<file path="src/rtl/core/lru_cache_with_next_line_prefetch_top_assert.svh">
// assertion macros for the cache block
`ifndef LRU_CACHE_WITH_NEXT_LINE_PREFETCH_TOP_ASSERT_SVH
`define LRU_CACHE_WITH_NEXT_LINE_PREFETCH_TOP_ASSERT_SVH
`define LCP_ASSERT_IMPL(lbl, clk, rst_n, ante, cons) \
  lbl: assert property (@(posedge clk) disable iff (!rst_n) (ante) |-> (cons)) \
    else $error("assertion failed");
`define LCP_ASSERT_NEXT(lbl, clk, rst_n, ante, cons) \
  lbl: assert property (@(posedge clk) disable iff (!rst_n) (ante) |=> (cons)) \
    else $error("assertion failed");
`endif

</file>
<file path="src/rtl/core/lcp_pkg.sv">
// shared types and constants for the cache block
`timescale 1ns / 1ps
package lcp_pkg;
  localparam int WAYS_DEF = 8;
  localparam int SETS_DEF = 256;
  localparam int ADDR_BITS_DEF = 48;
  localparam int MAX_OFFSET = 12;
  localparam int MAX_INDEX = 8;
  localparam int CFG_IDX_W = 2;
  localparam int CFG_DATA_W = 4;
  localparam logic [CFG_IDX_W-1:0] REG_OFFSET = 2'd0;
  localparam logic [CFG_IDX_W-1:0] REG_INDEX = 2'd1;
  localparam logic [CFG_IDX_W-1:0] REG_WAYS = 2'd2;
  localparam logic [CFG_IDX_W-1:0] REG_PREFETCH = 2'd3;
  localparam logic MODE_READ = 1'b0;
  localparam logic MODE_WRITE = 1'b1;
  localparam logic [31:0] CNT_MAX = 32'hFFFF_FFFF;

  typedef struct packed {
    logic [3:0] offset_bits;
    logic [3:0] index_bits;
    logic [3:0] ways_in_use;
    logic       prefetch_enable;
  } cfg_t;

  typedef struct packed {
    logic       hit;
    logic [1:0] memory_reads;
    logic       memory_write;
    logic       prefetch_fill;
    logic [31:0] total_reads;
    logic [31:0] total_writes;
    logic [31:0] total_hits;
    logic [31:0] total_misses;
  } result_t;

  typedef struct packed {
    logic mode;
    logic [47:0] address;
  } request_t;
endpackage

</file>
<file path="src/rtl/core/lcp_stream_if.sv">
// valid/ready channel interface
`timescale 1ns / 1ps
interface lcp_stream_if #(parameter type T = logic) ();
  logic valid;
  logic ready;
  T     data;
  modport source (output valid, output data, input ready);
  modport sink (input valid, input data, output ready);
endinterface

</file>
<file path="src/rtl/core/lcp_front.sv">
// request intake and queue toward the set engine
`timescale 1ns / 1ps
module lcp_front (
  input  logic clk,
  input  logic rst_n,
  lcp_stream_if.sink   req_in,
  lcp_stream_if.source req_out
);
  lcp_pkg::request_t q_r [2];
  logic wp_r, rp_r;
  logic [1:0] cnt_r;
  logic push, pop;

  assign req_in.ready = (cnt_r != 2'd2);
  assign req_out.valid = (cnt_r != 2'd0);
  assign req_out.data = q_r[rp_r];
  assign push = req_in.valid && req_in.ready;
  assign pop = req_out.valid && req_out.ready;

  always_ff @(posedge clk) begin
    if (push) q_r[wp_r] <= req_in.data;
    if (!rst_n) begin
      wp_r <= 1'b0;
      rp_r <= 1'b0;
      cnt_r <= 2'd0;
    end else begin
      if (push) wp_r <= ~wp_r;
      if (pop) rp_r <= ~rp_r;
      cnt_r <= cnt_r + {1'b0, push} - {1'b0, pop};
    end
  end
endmodule

</file>
<file path="src/flat_wrapper.sv">
// flat-port wrapper written by rule: the top's interface ports become plain ports
module lcp_front_flat 
  (clk, rst_n, req_in_valid, req_in_data, req_in_ready, req_out_valid, req_out_data, req_out_ready);
  lcp_stream_if req_in_i ();
  lcp_stream_if req_out_i ();
  input  logic clk;
  input  logic rst_n;
  input wire logic [$bits(req_in_i.valid)-1:0] req_in_valid;
  input wire logic [$bits(req_in_i.data)-1:0] req_in_data;
  output wire logic [$bits(req_in_i.ready)-1:0] req_in_ready;
  output wire logic [$bits(req_out_i.valid)-1:0] req_out_valid;
  output wire logic [$bits(req_out_i.data)-1:0] req_out_data;
  input wire logic [$bits(req_out_i.ready)-1:0] req_out_ready;
  assign req_in_i.valid = req_in_valid;
  assign req_in_i.data = req_in_data;
  assign req_in_ready = req_in_i.ready;
  assign req_out_valid = req_out_i.valid;
  assign req_out_data = req_out_i.data;
  assign req_out_i.ready = req_out_ready;
  lcp_front u_core (.clk(clk), .rst_n(rst_n), .req_in(req_in_i), .req_out(req_out_i));
endmodule
</file>
<file path="config.mk">
export PLATFORM = sky130hd
export DESIGN_NAME = lcp_front_flat
export DESIGN_NICKNAME = d
export VERILOG_FILES = /design/src/rtl/core/lru_cache_with_next_line_prefetch_top_assert.svh /design/src/rtl/core/lcp_pkg.sv /design/src/rtl/core/lcp_stream_if.sv /design/src/rtl/core/lcp_front.sv /design/src/flat_wrapper.sv
export SDC_FILE = /design/constraint.sdc
export NUM_CORES = 1
export LEC_CHECK = 0
export BUFFER_PORTS_ARGS = -buffer_cell sky130_fd_sc_hd__buf_2
export CELL_PAD_IN_SITES_DETAIL_PLACEMENT = 0
export CELL_PAD_IN_SITES_GLOBAL_PLACEMENT = 1
export CORE_AREA = 5 5 42 44
export DETAILED_ROUTE_END_ITERATION = 16
export DIE_AREA = 0 0 47 49
export GPL_TIMING_DRIVEN = 0
export PLACE_DENSITY = 0.62
export SLEW_MARGIN = 30
export SYNTH_ARGS = -nofsm -noshare
export SYNTH_HDL_FRONTEND = slang
export SYNTH_SLANG_ARGS = --single-unit
export TNS_END_PERCENT = 30
</file>
<file path="constraint.sdc">
create_clock -name clk -period 1.85 [get_ports clk]
set_clock_uncertainty 0.1 [all_clocks]
set_input_delay 0.4625 -clock clk [delete_from_list [all_inputs] [get_ports clk]]
set_output_delay 0.4625 -clock clk [all_outputs]
set_load 0.02 [all_outputs]
</file>
==> flow_metrics.env <==
export IMPL_status="finished clean"
export IMPL_grt_overflow=0
export IMPL_gp_congestion=0.691
export IMPL_avgSynthCellArea_sq_um=10.7
export IMPL_core_area_sq_mm=0.00140
export IMPL_cts_hold_buf=0
export IMPL_synthTopCellsByArea="dfxtp_1 (32%), edfxtp_1 (19%), ha_1 (8.1%)"
export IMPL_path_clk_slew_ps=50
export IMPL_mappedNetlistNets=36
export IMPL_vdd_drop_max_mv=0.449
export IMPL_worst_slew_pin_slew_ps=177
export IMPL_via_per_inst=3.93
export IMPL_power_density_mw_per_mm2=1470
export IMPL_period_needed_ps=1600
export IMPL_synthToLayoutAreaGrowth_pct=26.2
export IMPL_switchingPower_uw=186
export IMPL_ant_nets=0
export IMPL_endpoint_kind="output port"
export IMPL_hold_violations=0
export IMPL_dieArea_sq_mm=0.00230
export IMPL_portBuffers=7
export IMPL_seqPwrFrac_pct=39.8
export IMPL_drt_iter0_drc=0
export IMPL_synth_cell_type_count=18
export IMPL_clkPwrFrac_pct=23.7
export IMPL_layout_common_cells="buf_2 (7), dfxtp_1 (5), inv_1 (3), nor2_1 (3), clkbuf_4 (3)"
export IMPL_postCtsSetupRepairBufs=0
export IMPL_place_ws_ps=101
export IMPL_pin_count=8
export IMPL_tns_ps=0
export IMPL_crit_fanout=1
export IMPL_cts_root_buf="clkbuf_4"
export IMPL_rows=14
export IMPL_die_w_um=47
export IMPL_arrival_ps=1040
export IMPL_maxCapViolCount=0
export IMPL_ys_warnings_count=0
export IMPL_start_util_pct=22.1
export IMPL_post_dp_hpwl_um=386
export IMPL_final_common_cell="buf_2"
export IMPL_maxSlewHeadroom_pct=88.1
export IMPL_synthCells=29
export IMPL_rsz0062_at_grt="false"
export IMPL_synth_top_area_share_pct=32.3
export IMPL_drv_slew=0
export IMPL_die_h_um=49
export IMPL_diodes=0
export IMPL_grt_pass1_wl_um=676
export IMPL_layout_setup_ws_ps=251
export IMPL_yosysTopAreaCell="dfxtp_1"
export IMPL_grt_pass1_vias=181
export IMPL_max_freq_mhz=626
export IMPL_cts_num_sinks=7
export IMPL_cp_required_ps=1290
export IMPL_syn_area_sq_um=310
export IMPL_path_class="flip-flop to output port"
export IMPL_reg2reg_from="u_core.cnt_r[0]"
export IMPL_synth_seq_cells=7
export IMPL_fin_crit_sh_pct=86.4
export IMPL_combPwrFrac_pct=36.6
export IMPL_reg2regPathDepth=7
export IMPL_finalSetupViolCount=0
export IMPL_rr_endpoint="u_core.cnt_r[1]"
export IMPL_stdcell_area_sq_um=392
export IMPL_nNetsFinal=48
export IMPL_dr_pass1_iters=1
export IMPL_wirelength_um=482
export IMPL_track_usage_pct=4.82
export IMPL_dpl_cell_area_sq_um=365
export IMPL_antenna_found_initial=0
export IMPL_switching_share_pct=32.2
export IMPL_synth_seq_area_share_pct=51.6
export IMPL_critPathLaunchType="flip-flop"
export IMPL_hold_depth=1
export IMPL_cts_resized=0
export IMPL_clock_latency_ps=250
export IMPL_drive_above_1_share_pct=32.5
export IMPL_holdCritStartpoint="req_in_data"
export IMPL_reg2reg_setup_slack_ps=270
export IMPL_wl_per_cell_um=8.61
export IMPL_clockBufferDepth=2
export IMPL_vias=220
export IMPL_drc=0
export IMPL_tritoncts="yes"
export IMPL_min_to="u_core.q_r[0]"
export IMPL_p_int_uw=391
export IMPL_hold_class="primary input to flip-flop"
export IMPL_htree_levels=1
export IMPL_numCtsBuffers=3
export IMPL_p_leak_uw=0.000181
export IMPL_grt_max_degree=5
-- power groups by stage --
| stage | clock [uW] | sequential [uW] | combinational, uW |
|---|---|---|---|
| 5_1_grt | 157 | 233 | 237 |
| 3_5_place_dp | 0 | 233 | 217 |
| 2_1_floorplan | 0 | 226 | 172 |
| 3_3_place_gp | 0 | 233 | 215 |
| 6_report | 137 | 229 | 211 |
| 4_1_cts | 144 | 230 | 217 |
-- worst max-delay path by stage --
stage                    startpoint               to  slack, ps  cells past startpoint
detailed placement    req_out_ready  u_core.cnt_r[1]        100                      8
CTS                       flip-flop     req_out_data        240                      2
finish                    flip-flop     req_out_data        250                      2
floorplan             req_out_ready  u_core.cnt_r[1]        260                      7
global placement      req_out_ready  u_core.cnt_r[1]        110                      8
global route        u_core.cnt_r[0]  u_core.cnt_r[1]        180                      7
-- area by class of cell --
type                    count  area [sq um]
repair buffers              7          35.0
multi-input cells          19           139
fillers                   163          1010
clock buffers               4          26.3
flip-flops and latches      7           160
well taps                  16          20.0
inverters                   3          11.3
-- routing by layer --
metal / GRT usage [%] / vias to the layer above / wire length (um)
met2: 5.66 / 8 / 201
met1: 4.25 / 95 / 214
met4: 2.76 / 0 / 5
met5: 0 / - / 0
li1: - / 115 / -
met3: 6.64 / 2 / 60
-- stage by stage --
| stage | power [uW] | util [%] | hold slack [ps] | std cells |
|---|---|---|---|---|
| 5_1_grt | 626 | 27.9 | 291 | 56 |
| 6_report | 577 | 27.9 | 305 | 56 |
| 2_1_floorplan | 398 | - | 345 | 29 |
| 3_3_place_gp | 448 | 26.1 | 360 | 52 |
| 3_5_place_dp | 449 | 26.1 | 372 | 52 |
| 4_1_cts | 590 | 27.9 | 300 | 56 |
-- cells by family after synthesis --
logic type	Yosys count	share of synthesized area [%]
DFF	7	51.6
and+or+nand+nor	11	20.6
buffers and inverters	3	3.63
AOI/OAI and AO/OA	2	4.03
adders and majority gates	2	8.06
xor gates and xnor gates	3	8.47
muxes	1	3.63
-- Yosys cell counts --
| cell | number |
|---|---|
| and2_1 | 1 |
| and2_4 | 1 |
| and3_1 | 1 |
| dfxtp_1 | 5 |
| edfxtp_1 | 2 |
| ha_1 | 2 |
| inv_1 | 3 |
| mux2_2 | 1 |
| nand2_1 | 1 |
| nand2b_1 | 1 |
| nand4b_1 | 1 |
| nor2_1 | 3 |
| nor2b_1 | 1 |
| o21a_1 | 1 |
| o21ai_1 | 1 |
| or2_2 | 1 |
| xnor2_1 | 2 |
| xor2_1 | 1 |
-- critical path, cell delays in order, from the launching register on --
cell and delay, ps:
dfxtp_1 310, mux2_2 320, buf_2 160
Power figures use the tool's default switching activity.
